[config.mk]
export PLATFORM = sky130hd
export DESIGN_NAME = ssv_sqrt
export DESIGN_NICKNAME = d
export VERILOG_FILES = /design/src/design/ssv_pkg.sv /design/src/design/ssv_sqrt.sv
export SDC_FILE = /design/constraint.sdc
export NUM_CORES = 2
export LEC_CHECK = 0
export BUFFER_PORTS_ARGS = -buffer_cell sky130_fd_sc_hd__buf_2
export CAP_MARGIN = 20
export CORE_ASPECT_RATIO = 0.9
export CORE_MARGIN = 2
export CORE_UTILIZATION = 61
export CTS_BUF_LIST = sky130_fd_sc_hd__clkbuf_16
export CTS_CLUSTER_DIAMETER = 50
export DETAILED_ROUTE_END_ITERATION = 16
export PLACE_DENSITY = 0.78
export SLEW_MARGIN = 10
export SYNTH_ARGS = -nofsm -noshare
export SYNTH_HDL_FRONTEND = slang
export SYNTH_SLANG_ARGS = --single-unit
[constraint.sdc]
create_clock -name i_clk -period 4.3 [get_ports i_clk]
set_input_delay 0.215 -clock i_clk [delete_from_list [all_inputs] [get_ports i_clk]]
set_output_delay 0.215 -clock i_clk [all_outputs]
set_load 0.02 [all_outputs]
[src/design/ssv_pkg.sv]
`default_nettype none
package ssv_pkg;
    localparam int POS_WIDTH_DEF = 24;
    localparam int STOP_WIDTH    = 24;
    localparam int SPEED_WIDTH   = 16;
    localparam int VEL_WIDTH     = 17;
    localparam int QUO_BITS      = 16;
    localparam int STOP_SQ_WIDTH = 2 * STOP_WIDTH;
    localparam int AXES          = 3;
    localparam logic [STOP_WIDTH-1:0] STOP_RESET = 24'd8448;
endpackage
`default_nettype wire

[src/design/ssv_sqrt.sv]
`default_nettype none
module ssv_sqrt #(
    parameter int POS_WIDTH = ssv_pkg::POS_WIDTH_DEF,
    localparam int SW = 2 * POS_WIDTH + 4,
    localparam int RW = POS_WIDTH + 1
) (
    input  wire           i_clk,
    input  wire           i_en,
    input  wire  [SW-1:0] i_x,
    output logic [RW-1:0] o_root
);
    logic [SW-1:0] r_rem  [RW];
    logic [RW-1:0] r_root [RW];

    // one root bit per stage, from the top bit down
    for (genvar s = 0; s < RW; s++) begin : g_stage
        localparam int B = RW - 1 - s;
        logic [SW-1:0] w_rem_in;
        logic [RW-1:0] w_root_in;
        logic [SW-1:0] w_trial;

        if (s == 0) begin : g_first
            assign w_rem_in  = i_x;
            assign w_root_in = '0;
        end else begin : g_next
            assign w_rem_in  = r_rem[s-1];
            assign w_root_in = r_root[s-1];
        end

        // (r + 2^b)^2 - r^2 = r*2^(b+1) + 2^(2b)
        assign w_trial = (SW'(w_root_in) << (B + 1)) | (SW'(1) << (2 * B));

        always_ff @(posedge i_clk) begin
            if (i_en) begin
                if (w_rem_in >= w_trial) begin
                    r_rem[s]  <= w_rem_in - w_trial;
                    r_root[s] <= w_root_in | (RW'(1) << B);
                end else begin
                    r_rem[s]  <= w_rem_in;
                    r_root[s] <= w_root_in;
                end
            end
        end
    end

    assign o_root = r_root[RW-1];
endmodule
`default_nettype wire

# Yosys cells after proc, flatten, opt, wreduce, memory -nomap -nowiden
# Memories as Yosys holds them, arrays and structs flattened.
# Cells that the tools add are included.
[totals]
regBits = 0
latch_bits = 0
mem_bits_rw = 1925
rom_bits = 0
inputBits = 54
elab_cells = 302
mem_count = 2
[classes]
add_sub_neg = 25
multipliers = 0
div_mod_pow = 0
order_cmp = 25
n_eq_ne = 0
n_shift = 0
mux = 200
bitwise_logic = 50
n_reduce_logical = 0
[memory_table]
columns = ["memory", "depth", "width", "read_ports", "rd_clocked_by_memory_dff", "wr", "line", "rtl"]
rows = [
  ["r_rem", 25, 52, 24, 0, 25, "ssv_sqrt.sv:12", "logic [SW-1:0] r_rem [RW];"],
  ["r_root", 25, 25, 25, 0, 25, "ssv_sqrt.sv:13", "logic [RW-1:0] r_root [RW];"],
]
[op_table]
columns = ["cell", "count"]
rows = [
  ["52-bit two-way mux", 25],
  ["25-bit two-way mux", 25],
  ["1-bit two-way mux", 150],
  ["52-bit by 26-bit greater-or-equal comparator with 1-bit output", 1],
  ["52-bit by 27-bit greater-or-equal comparator with 1-bit output", 1],
  ["52-bit by 28-bit greater-or-equal comparator with 1-bit output", 1],
  ["52-bit by 29-bit greater-or-equal comparator with 1-bit output", 1],
  ["52-bit by 30-bit greater-or-equal comparator with 1-bit output", 1],
  ["52-bit by 31-bit greater-or-equal comparator with 1-bit output", 1],
  ["52-bit by 32-bit greater-or-equal comparator with 1-bit output", 1],
  ["52-bit by 33-bit greater-or-equal comparator with 1-bit output", 1],
  ["52-bit by 34-bit greater-or-equal comparator with 1-bit output", 1],
  ["52-bit by 35-bit greater-or-equal comparator with 1-bit output", 1],
  ["52-bit by 36-bit greater-or-equal comparator with 1-bit output", 1],
  ["52-bit by 37-bit greater-or-equal comparator with 1-bit output", 1],
  ["52-bit by 38-bit greater-or-equal comparator with 1-bit output", 1],
  ["52-bit by 39-bit greater-or-equal comparator with 1-bit output", 1],
  ["52-bit by 40-bit greater-or-equal comparator with 1-bit output", 1],
  ["52-bit by 41-bit greater-or-equal comparator with 1-bit output", 1],
  ["52-bit by 42-bit greater-or-equal comparator with 1-bit output", 1],
  ["52-bit by 43-bit greater-or-equal comparator with 1-bit output", 1],
  ["52-bit by 44-bit greater-or-equal comparator with 1-bit output", 1],
  ["52-bit by 45-bit greater-or-equal comparator with 1-bit output", 1],
  ["52-bit by 46-bit greater-or-equal comparator with 1-bit output", 1],
  ["30 further kinds", 79],
]

# Depth between registers and ports, before layout
# An unclocked memory read counts as a cell.
[logic_depth]
ltp_word = 6
mapped_depth = 13
mapped_depth_nobuf = 12

# Worst setup path after synthesis
# Ideal clock, no wire load.
[synth_path]
path_type = "input-to-reg"
from = "input i_en"
to = "memory r_rem[2][100] (netlist name) (enable)"
setup_ns = 0.453
arrival_time_ns = 2.909
setup_slack_ns = 0.938
stages = 4
n_path_buf = 4
path_cell_list = "clkbuf_1 -> clkbuf_1 -> clkbuf_1 -> clkbuf_1"
[synth_lines]
columns = ["item", "line", "rtl"]
rows = [
  ["start, declared", "ssv_sqrt.sv:8", "input wire i_en,"],
  ["end, declared", "ssv_sqrt.sv:12", ""],
]

==> metrics.yaml <==
outcome:
  status: "finished, final reports clean"
power_and_ir_drop:
  clock_power_share: 0.338
  p_leak_nw: 31.71
  seqPwrFrac: 0.490
  switchingPower_mw: 12.15
  power.internal_mw: 30.15
  switching_share: 0.2873
  max-vdd-ir-drop_mv: 0.3329
  p_comb_frac: 0.172
  p_per_area_nw_per_um2: 503.7
cells_and_area:
  syn_to_final_growth_pct: 11.50
  fin_nets: 6618
  num-fill-cells: 8442
  drive_gt1_frac: 0.08021
clocking:
  cts_buffers: 165
  cts_tree: "done"
  clk_pin_slew_ns: 0.06
  clock_path_buffers: 3
  clockRootBuffer: "clkbuf_16"
  cts_sinks: 1573
  post_cts_resized: 0
  worstSkewPairLatency_ns: 0.82
  h-tree-depth: 4
sta:
  fin_crit_sh: 0.9330
  rsz0062_at_grt: "no"
  slew_headroom: 0.2077
  fin_skew_ns: 0.04574
  final_hold_viol_count: 0
  fin_setup_tns_ns: 0
  fmax_mhz: 249.3
  period_minus_slack_ns: 4.012
  worst_pin_slew_ns: 1.189
  slew_violations: 0
  setup_viol: 0
  fin_hold_ws_ns: 0.1180
critical_path:
  required_ns: 4.84
  regToRegStartpoint: "r_rem[2][29]"
  path_common_cell: "nand3_1"
  crit_chain: "ha_1 > and4_1 > nor4bb_1 > nand3_1 > nand3_1 > or3_1 > nor2_2 > a211oi_2 > or4b_2 > xnor2_1"
  cp_data_arrival_time_ns: 4.55
  max_stage_delay_ns: 0.83
  critPathSlowestCell: "nor4bb_1"
  r2r_cells: 10
  rrSetupSlack_ns: 0.29
  critPathMaxFanout: 9
  end_kind: "flip-flop"
  startpoint_type: "flip-flop"
  worstSetupPathType: "reg2reg"
  r2r_end: "r_rem[2][92]"
global_route:
  grt-ovfl-total: 0
  grt_antenna_before_repair: 15
  grt_use_total: 0.2909
  grt_pass1_wl_mm: 278.8
  grt_max_degree: 217
  grt_pass1_vias: 46750
floorplan:
  core_sq_um: 122700
  die_area_sq_um: 126300
  rows: 122
  dieHeight_um: 337.3
  die_x_um: 374.4
  io_pins: 79
  initial_core_util: 0.6136
logic_synthesis:
  yosysSeqAreaShare: 0.6273
  synth_seq_cells: 1573
  avgSynthCellArea_sq_um: 12.62
  syn_nets: 6368
  synth-main-ff-cell: "edfxtp_1"
  syn-cell-area_sq_um: 75300
  synth_edf_count: 1573
  synth-warning-count: 0
  synthArstFlopShare: 0
  postSynthCellCount: 5966
  yosysUniqueCellTypes: 91
route:
  routed_wirelength_mm: 183.4
  num_vias: 49350
  ant_nets: 0
  wl_per_cell_um: 23.04
  detail_route.first_pass.iterations: 8
  drcViolationCount: 0
  drt-initial-drc-count: 5862
  vias_per_cell: 6.200
placed_design:
  place_congestion: 0.9650
  io_buffers: 78
  dp_hpwl_mm: 133.3
hold_path:
  worstHoldStart: "i_x[25]"
  whs_path_depth: 2
  holdCritPathClass: "in2reg"
  hold_end: "r_rem[0][25]"
flow_run:
  maxCapViolCount: 0
## worst max-delay path, delay by kind of cell (launching register included)
kind / cells / cell delay, ns
simple gates: 7 / 2.24
compound gates: 1 / 0.55
flops: 1 / 0.40
fa+ha+maj: 1 / 0.40
xor+xnor: 1 / 0.14
## metrics by stage
stage / setup slack (ns) / std cells / total power, mW / instance area [sq um] / util
2_1_floorplan: 0.9381 / 5966 / 25.55 / 75300 / -
3_3_place_gp: 0.2944 / 7605 / 27.80 / 77860 / 0.6345
3_5_place_dp: 0.3869 / 7605 / 27.95 / 77860 / 0.6345
4_1_cts: 0.3721 / 7958 / 42.29 / 83960 / 0.6842
5_1_grt: 0.1085 / 7958 / 43.96 / 83960 / 0.6842
6_report: 0.2881 / 7959 / 42.30 / 83970 / 0.6842
## how the worst max path moves through the flow
stage                  start       endpoint  slack, ns  cells after the start
2_1_floorplan           i_en  r_rem[2][100]       0.94                      4
3_3_place_gp   r_rem[1][135]  r_rem[1][197]       0.29                     10
3_5_place_dp   r_root[2][67]  r_rem[1][197]       0.39                     11
4_1_cts        r_root[2][67]  r_rem[1][197]       0.37                     11
5_1_grt        r_root[4][32]  r_rem[2][151]       0.11                     11
6_report        r_rem[2][29]   r_rem[2][92]       0.29                     10
## cells in the mapped netlist (all sizes together), types with 11 or more instances
cell type,instances,share of area
a21oi,292,0.019
nor4,216,0.018
nor4b,47,0.0056
o21bai,21,0.0021
nand3,105,0.0070
nor3b,14,0.0014
clkbuf,107,0.0053
a2111oi,12,0.0014
nand2,441,0.022
or4,32,0.0033
xor2,281,0.033
and4,14,0.0016
o21a,71,0.0071
and3,29,0.0024
mux2,38,0.0057
nand4,81,0.0067
a211o,11,0.0013
ha,348,0.058
nor2,373,0.019
o211ai,30,0.0030
a211oi,30,0.0031
nor3,161,0.011
a31oi,33,0.0027
edfxtp,1573,0.63
or2,28,0.0023
and2,22,0.0018
o21ai,309,0.021
or3,54,0.0046
and4b,11,0.0015
o31a,14,0.0016
o31ai,25,0.0025
a21o,130,0.013
nand2b,77,0.0064
nand4b,17,0.0020
inv,421,0.021
a21boi,20,0.0020
xnor2,285,0.033
nand3b,22,0.0022
nor2b,46,0.0038
## what timing repair did
item / CTS / global route
setup buffers: 0 / 0
endpoints found under the hold margin: 130 / 0
hold buffers: 56 / 0
## flip-flops by register name (all words and copies together), names as in the netlist
register  flops
r_rem      1248
r_root      325
## cell families after synthesis
group | Yosys count | synth area share
AOI/OAI and AO/OA | 1078 | 0.08967
DFF | 1573 | 0.6273
adders and majority gates | 348 | 0.05782
xor gates and xnor gates | 566 | 0.06583
and+or+nand+nor | 1816 | 0.1255
muxes | 47 | 0.006929
buffers and inverters | 538 | 0.02703
## per-layer routing
layer | up-vias | part of all wire | GRT usage
met5 | - | 0.000038 | 0
met4 | 2 | 0.024 | 0.08253
met3 | 278 | 0.11 | 0.06517
met2 | 2333 | 0.44 | 0.4337
met1 | 23930 | 0.43 | 0.4318
li1 | 22800 | - | -
## layout make-up
class / instances / area [sq um] / share of cell area
Tap cell: 1612 / 2017 / 0.02402
Clock inverter: 131 / 1385 / 0.01650
Antenna cell: 1 / 2.502 / 0.00002980
Timing Repair Buffer: 200 / 1536 / 0.01830
Clock buffer: 166 / 4154 / 0.04947
Sequential cell: 1573 / 47240 / 0.5625
Inverter: 421 / 1580 / 0.01882
Multi-Input combinational cell: 3855 / 26060 / 0.3103
## power groups by stage
stage,Combinational [mW],Clock [mW],Sequential (mW)
detailed placement,7.02,0,20.9
CTS,7.15,14.5,20.7
finish,7.27,14.3,20.7
floorplan,5.32,0,20.2
global placement,6.90,0,20.9
global route,8.02,15.1,20.9
## placed cells by master (no fill, tap or decap), types with 17 or more instances in the layout
master	instances
a211oi_1	27
a21boi_0	19
a21o_1	130
a21oi_1	292
a31oi_1	33
and2_1	21
and3_1	29
buf_2	77
buf_4	60
clkbuf_16	166
clkinv_1	19
clkinv_2	31
dlygate4sd3_1	56
edfxtp_1	1573
ha_1	348
inv_1	447
mux2_2	37
nand2_1	440
nand2b_1	77
nand3_1	104
nand3b_1	22
nand4_1	81
nand4b_1	17
nor2_1	371
nor2b_1	46
nor3_1	161
nor4_1	215
nor4b_1	45
o211ai_1	30
o21a_1	71
o21ai_0	305
o21bai_1	21
o31ai_1	25
or2_2	28
or3_1	53
or4_1	30
xnor2_1	285
xor2_1	281
No activity file was read; power rests on OpenSTA's default activity.
