`src/design/ssv_pkg.sv`:
```
`default_nettype none
package ssv_pkg;
    localparam int POS_WIDTH_DEF = 24;
    localparam int STOP_WIDTH    = 24;
    localparam int SPEED_WIDTH   = 16;
    localparam int VEL_WIDTH     = 17;
    localparam int QUO_BITS      = 16;
    localparam int STOP_SQ_WIDTH = 2 * STOP_WIDTH;
    localparam int AXES          = 3;
    localparam logic [STOP_WIDTH-1:0] STOP_RESET = 24'd8448;
endpackage
`default_nettype wire

```
`src/design/ssv_div_lane.sv`:
```
`default_nettype none
module ssv_div_lane #(
    parameter int POS_WIDTH = ssv_pkg::POS_WIDTH_DEF,
    localparam int RW = POS_WIDTH + 1,
    localparam int NW = POS_WIDTH + ssv_pkg::SPEED_WIDTH + 1,
    localparam int QB = ssv_pkg::QUO_BITS
) (
    input  wire           i_clk,
    input  wire           i_en,
    input  wire  [NW-1:0] i_num,
    input  wire  [RW-1:0] i_den,
    output logic [QB-1:0] o_quo
);
    logic [NW-1:0] r_rem [QB];
    logic [RW-1:0] r_den [QB];
    logic [QB-1:0] r_quo [QB];

    // restoring division, one quotient bit per stage
    for (genvar s = 0; s < QB; s++) begin : g_stage
        localparam int K = QB - 1 - s;
        logic [NW-1:0] w_rem_in;
        logic [RW-1:0] w_den_in;
        logic [QB-1:0] w_quo_in;
        logic [NW-1:0] w_sub;

        if (s == 0) begin : g_first
            assign w_rem_in = i_num;
            assign w_den_in = i_den;
            assign w_quo_in = '0;
        end else begin : g_next
            assign w_rem_in = r_rem[s-1];
            assign w_den_in = r_den[s-1];
            assign w_quo_in = r_quo[s-1];
        end

        assign w_sub = NW'(w_den_in) << K;

        always_ff @(posedge i_clk) begin
            if (i_en) begin
                r_den[s] <= w_den_in;
                if (w_rem_in >= w_sub) begin
                    r_rem[s] <= w_rem_in - w_sub;
                    r_quo[s] <= w_quo_in | (QB'(1) << K);
                end else begin
                    r_rem[s] <= w_rem_in;
                    r_quo[s] <= w_quo_in;
                end
            end
        end
    end

    assign o_quo = r_quo[QB-1];
endmodule
`default_nettype wire

```
`config.mk`:
```
export PLATFORM = sky130hd
export DESIGN_NAME = ssv_div_lane
export DESIGN_NICKNAME = d
export VERILOG_FILES = /design/src/design/ssv_pkg.sv /design/src/design/ssv_div_lane.sv
export SDC_FILE = /design/constraint.sdc
export NUM_CORES = 2
export LEC_CHECK = 0
export BUFFER_PORTS_ARGS = -buffer_cell sky130_fd_sc_hd__buf_2
export CAP_MARGIN = 25
export CORE_ASPECT_RATIO = 0.5
export CORE_UTILIZATION = 50
export CTS_CLUSTER_DIAMETER = 150
export CTS_CLUSTER_SIZE = 10
export DETAILED_ROUTE_END_ITERATION = 7
export MAX_ROUTING_LAYER = met4
export PLACE_DENSITY = 0.66
export SLEW_MARGIN = 20
export SYNTH_ARGS = -nofsm -noshare
export SYNTH_HDL_FRONTEND = slang
export SYNTH_SLANG_ARGS = --single-unit
```
`constraint.sdc`:
```
create_clock -name i_clk -period 5.5 [get_ports i_clk]
set_clock_uncertainty 0.15 [all_clocks]
set_input_delay 0.55 -clock i_clk [delete_from_list [all_inputs] [get_ports i_clk]]
set_output_delay 0.55 -clock i_clk [all_outputs]
set_load 0.02 [all_outputs]
```
Word level (Yosys, flattened, before mapping)
Memory sizes are Yosys's and may differ from the RTL's.
Index checks and enable logic that the tools add are counted.
- memories kept: 3
- RAM bits: 1312
- output and inout bits: 16
- flip-flop bits (word level): 0
- bitwise operators: 32
- mux-type cells: 130
- $add $sub $neg: 16
- order comparisons: 16
- memory list (name ; words ; width ; read ports ; clocked after Yosys merged registers in ; wr ports ; RTL line ; RTL):
    r_rem ; 16 ; 41 ; 15 ; 0 ; 16 ; ssv_div_lane.sv:14 ; logic [NW-1:0] r_rem [QB];
    r_den ; 16 ; 25 ; 15 ; 0 ; 16 ; ssv_div_lane.sv:15 ; logic [RW-1:0] r_den [QB];
    r_quo ; 16 ; 16 ; 16 ; 0 ; 16 ; ssv_div_lane.sv:16 ; logic [QB-1:0] r_quo [QB];
- operators with widths (operator ; count):
    41-bit two-way mux ; 16
    16-bit two-way mux ; 16
    1-bit two-way mux ; 98
    41-bit by 25-bit greater-or-equal comparator with 1-bit output ; 1
    41-bit by 26-bit greater-or-equal comparator with 1-bit output ; 1
    41-bit by 27-bit greater-or-equal comparator with 1-bit output ; 1
    41-bit by 28-bit greater-or-equal comparator with 1-bit output ; 1
    41-bit by 29-bit greater-or-equal comparator with 1-bit output ; 1
    41-bit by 30-bit greater-or-equal comparator with 1-bit output ; 1
    41-bit by 31-bit greater-or-equal comparator with 1-bit output ; 1
    41-bit by 32-bit greater-or-equal comparator with 1-bit output ; 1
    41-bit by 33-bit greater-or-equal comparator with 1-bit output ; 1
    41-bit by 34-bit greater-or-equal comparator with 1-bit output ; 1
    41-bit by 35-bit greater-or-equal comparator with 1-bit output ; 1
    41-bit by 36-bit greater-or-equal comparator with 1-bit output ; 1
    41-bit by 37-bit greater-or-equal comparator with 1-bit output ; 1
    41-bit by 38-bit greater-or-equal comparator with 1-bit output ; 1
    41-bit by 39-bit greater-or-equal comparator with 1-bit output ; 1
    41-bit by 40-bit greater-or-equal comparator with 1-bit output ; 1
    41-bit by 25-bit subtractor with 41-bit output ; 1
    41-bit by 26-bit subtractor with 41-bit output ; 1
    41-bit by 27-bit subtractor with 41-bit output ; 1
    41-bit by 28-bit subtractor with 41-bit output ; 1
    41-bit by 29-bit subtractor with 41-bit output ; 1
    other kinds (12) ; 43

Logic depth before layout (Yosys ltp)
An unclocked memory read counts as a cell.
- word-level depth: 6
- depth in mapped cells: 16

Worst setup path after synthesis
OpenSTA, ideal clock, no wires.
- kind: reg-to-reg
- from: mem r_rem[1][206] (netlist name)
- to: mem r_rem[1][285] (netlist name), data pin
- period minus slack after synthesis: 3654 ps
- buffers on the path: 0
- path slack: 1846 ps
- arrival: 3244 ps
- data required time: 5090 ps
- setup time: 260 ps
- stages on the path, launching flop included: 15
- cells stage by stage: edfxtp_1 -> inv_1 -> ha_1 -> inv_1 -> fa_1 -> a211oi_1 -> o21ai_2 -> a2111oi_2 -> nor4b_2 -> o21ai_1 -> o21ba_2 -> o21a_1 -> nand2_1 -> nor4_1 -> mux2_2
- RTL lines (what ; RTL line):
    start: declaration ; ssv_div_lane.sv:14

==> results.md <==
- The flow ran to the end, and the final reports show no timing, DRC or antenna violations.
- The remaining antenna violation count is 0.
- The clock passes through at most 3 buffers.
- The number of clock sinks is 1126.
- The first global-routing pass estimated 214.5 mm of wire.
- The category of the worst setup path launch point is a flop.
- The overall global routing resource usage is 0.2214.
- The initial antenna violation count is 1.
- 84 I/O pins were placed.
- The worst hold path was traced through 3 stages.
- For this run, the top clock speed supported by timing is 0.2253 GHz.
- The routability congestion estimate from global placement is 1.010.
- Of the cells placed in the final design, the portion with a size suffix greater than 1 is 0.07377.
- In this run, synthesis produced a sequential element count of 1126.
- The layout has 9987 filler cells.
- The reported max-cap violation count is 0.
- The setup slack of the critical path after layout is 1.061 ns.
- The worst reg-to-reg path cell count is 15.
- Of all cell types, the one taking the most synthesized area is sky130_fd_sc_hd__edfxtp_1.
- The mapped netlist covers 61870 µm².
- Before CTS, the worst setup slack after placement is 1.099 ns.
- The die covers 125200 µm².
- The initialized floorplan defines 90 standard-cell rows.
- The kind of cell adding the most delay to the critical path is compound AO/OA/AOI/OAI gates.
- The category of the worst setup path capture point is a flop.
- The area growth from synthesis to layout is 10.71%.
- The leakage power figure is 26.87 nW.
- The core region area is 121600 µm².
- The register clock-pin slew on the reported worst setup and hold paths is 0.05 ns.
- After synthesis, the share of flip-flops with an asynchronous set or reset is 0.
- The total iterations of the first detailed-routing run is 8.
- In this design, the stage delay of the slowest critical-path cell is 0.44 ns.
- The relative max-transition margin is 0.2182.
- Summing all flip-flop and latch instances after layout gives 33810 µm².
- CTS built an H-tree with a depth of 4.
- Clock latency on the worst-skew pair, taken at its later pin, is 0.77 ns.
- The detailed router finished its first iteration with 2767 violations.
- The number of setup violations in the final report is 0.
- In the final design database the tool counted 6149 nets.
- Ranked by total cell area, the synthesized netlist is headed by sky130_fd_sc_hd__edfxtp_1, sky130_fd_sc_hd__ha_1, sky130_fd_sc_hd__a21oi_1.
- After detailed routing, the number of vias per cell comes to 5.638.
- The post-route minimum period is 4.439 ns.
- The count of buffers added on input and output ports is 83.
- The mean routed wirelength per cell is 18.57 µm.
- CTS placed an instance of sky130_fd_sc_hd__clkbuf_16 at the clock tree root.
- The number of stages on the worst setup path is 15.
- The width of the die is 499.5 µm.
- At the pin with the least slew margin, the transition time is 1.156 ns.
- The path with the worst hold slack has its endpoint at r_rem[0][25]$_DFFE_PP_.
- Setup total negative slack on the finished layout was measured at 0 ns.
- The TritonCTS clock tree is built.
- The total nets after synthesis is 5968.
- The number of pins exceeding their max-slew limit in the final report is 0.
- Of the synthesized area, sequential elements account for 0.5465.
- The maximum resistive drop on vdd is 0.0003261 V.
- The library cell used most frequently in the layout, excluding fill and tap cells, is sky130_fd_sc_hd__edfxtp_1.
- The capturing point of the worst reg2reg path is r_rem[1][109]$_DFFE_PP_.
- The number of library cell types mapped by synthesis is 97.
- The start point of the worst min-delay path is i_num[25].
- The count of buffers added by post-CTS timing repair for setup is 0.
- At the worst endpoint, the required time is 5.86 ns.
- The number of synthesized flops with an enable pin is 1126.
- The most instantiated flip-flop cell in the synthesis netlist is sky130_fd_sc_hd__edfxtp_1.
- The number of buffers added by the clock tree synthesis step is 130.
- The power per cell area is 497.3 nW/µm².
- The tightest hold path in the finished design has a slack of 0.06647 ns.
- The routed layout has 41100 vias.
- The height of the chip is 250.7 µm.
- The type of the tightest min-delay check is in2reg.
- The number of hold violations in the final report was 0.
- The source of the worst register-to-register timing path is r_rem[1][46]$_DFFE_PP_.
- Summing all multi-input logic gate instances after layout gives 25700 µm².
- The maximum net fanout on the critical path is 40.
- The top cell types in the final layout, fill and taps aside, are sky130_fd_sc_hd__edfxtp_1, sky130_fd_sc_hd__inv_1, sky130_fd_sc_hd__nand2_1.
- The slowest stage of the critical path is the sky130_fd_sc_hd__a221oi_1 cell.
- The largest net degree at the start of global routing is 183.
- A synthesized cell averages 11.28 µm².
- Dividing the final minimum period by the clock period gives 0.8071.
- The number of buffer and inverter stages on the critical path is 4.
- The area share of the leading cell type in the synthesized netlist is 0.5465.
- The final standard cell utilization of the core is 0.5632.
- The warning count from the yosys run is 0.
- The initial core utilization is 0.5087.
- The total routed wirelength is 135.4 mm.
- Setup repair after global routing left no endpoint under its margin.
- The worst setup path is of the reg2reg kind.
- The via count of the first global-routing pass was 41150.
- The start point of the critical path is r_rem[1][46]$_DFFE_PP_.
- Traced cell by cell, the critical path runs through inv_1, ha_1, inv_1, fa_1, a21oi_1, o211ai_1, a221oi_1, a21oi_1, a31o_2, o21ai_1, o21ai_1, nor2_1, buf_4, inv_2, mux2_1.
- The remaining global-route overflow is 0.
- Across all register-to-register paths, the minimum setup slack is 1.06 ns.
- The post-detailed-route DRC marker count is 0.
- 0 antenna diodes ended up in the layout.
- Data on the critical path arrives at its endpoint at 4.80 ns.
- The HPWL after detailed placement is 102.3 mm.
- The gate count after technology mapping is 5485.
## power by group
part,internal (W),total [W],switching [W]
registers,0.0122,0.0134,0.00126
clock network,0.00431,0.00770,0.00339
logic,0.00559,0.0129,0.00734
total,0.0221,0.0341,0.0120
## how the worst max path moves through the flow
stage,to,slack (ns)
floorplan,r_rem[1][285]$_DFFE_PP_,1.85
detailed placement,r_rem[1][109]$_DFFE_PP_,1.10
finish,r_rem[1][109]$_DFFE_PP_,1.06
CTS,r_rem[1][109]$_DFFE_PP_,1.10
global placement,r_rem[1][109]$_DFFE_PP_,1.17
global route,r_rem[1][109]$_DFFE_PP_,0.70
## worst reg2reg max path, delay by kind of cell (launching register included)
kind	cells	cell delay [ns]
AO/OA/AOI/OAI	7	1.86
buffers and inverters	4	0.70
adder cells (fa/ha/maj)	2	0.57
multiplexers	1	0.42
flip-flops	1	0.38
AND/OR/NAND/NOR	1	0.13
## per-stage QoR
stage / instances / power [W] / area [µm²]
after floorplan: 5485 / 0.02305 / 61870
after global placement: 7081 / 0.02600 / 64230
after detailed placement: 7082 / 0.02629 / 64250
after CTS: 7289 / 0.03418 / 68490
after global routing: 7290 / 0.03622 / 68500
final: 7290 / 0.03407 / 68500
## cell usage after synthesis (11+ instances only)
cell type and n:
sky130_fd_sc_hd__edfxtp_1 1126, sky130_fd_sc_hd__inv_1 496, sky130_fd_sc_hd__nand2_1 423, sky130_fd_sc_hd__a21oi_1 413
sky130_fd_sc_hd__ha_1 400, sky130_fd_sc_hd__o21ai_0 339, sky130_fd_sc_hd__nor2_1 328, sky130_fd_sc_hd__xnor2_1 225
sky130_fd_sc_hd__xor2_1 191, sky130_fd_sc_hd__a21o_1 181, sky130_fd_sc_hd__clkbuf_1 107, sky130_fd_sc_hd__nand3_1 94
sky130_fd_sc_hd__nor3_1 89, sky130_fd_sc_hd__nand4_1 76, sky130_fd_sc_hd__mux2_2 73, sky130_fd_sc_hd__nand2b_1 64
sky130_fd_sc_hd__nor2b_1 63, sky130_fd_sc_hd__nor4_1 62, sky130_fd_sc_hd__o21a_1 59, sky130_fd_sc_hd__and3_1 50
sky130_fd_sc_hd__a31oi_1 49, sky130_fd_sc_hd__o21bai_1 39, sky130_fd_sc_hd__a211oi_1 35, sky130_fd_sc_hd__or3_1 33
sky130_fd_sc_hd__buf_2 30, sky130_fd_sc_hd__and2_1 27, sky130_fd_sc_hd__o31ai_1 27, sky130_fd_sc_hd__o21ai_1 26
sky130_fd_sc_hd__o211ai_1 25, sky130_fd_sc_hd__nand4b_1 21, sky130_fd_sc_hd__nor4b_1 21, sky130_fd_sc_hd__or2_2 18
sky130_fd_sc_hd__fa_1 15, sky130_fd_sc_hd__a211o_1 14, sky130_fd_sc_hd__or4_1 14, sky130_fd_sc_hd__nor3b_1 13
sky130_fd_sc_hd__mux2_1 12, sky130_fd_sc_hd__o2111ai_1 12, sky130_fd_sc_hd__o31a_1 11
## state kept, by name (all words and copies together) (netlist names)
name   count
r_den    375
r_quo    136
r_rem    615
## cells by family after synthesis
family | Yosys count | share of synthesized area
simple gates | 1443 | 0.1166
compound gates | 1355 | 0.1366
flops | 1126 | 0.5465
buf+inv | 640 | 0.03944
xor+xnor | 416 | 0.05889
fa+ha+maj | 415 | 0.08575
mux | 90 | 0.01628
## area by class of cell
type / instances / share of cell area
clock buffers: 130 / 0.04749
inverters: 497 / 0.02723
well taps: 1610 / 0.02941
multi-input cells: 3719 / 0.3752
flip-flops and latches: 1126 / 0.4936
clock inverters: 16 / 0.005516
repair buffers: 192 / 0.02155
## metal layers
layer / part of all wire / vias to the layer above / GRT usage
met2: 0.49 / 1048 / 0.3826
met3: 0.035 / 332 / 0.02748
li1: - / 20480 / -
met4: 0.049 / 0 / 0.1148
met5: 0 / - / -
met1: 0.43 / 19240 / 0.2534
## repair_timing
item / in CTS / in global routing
endpoints found under the setup margin: 0 / 0
hold endpoints to repair: 61 / 0
hold buffers: 61 / 0
resized for setup: 0 / 0
Power figures use the tool's default switching activity.
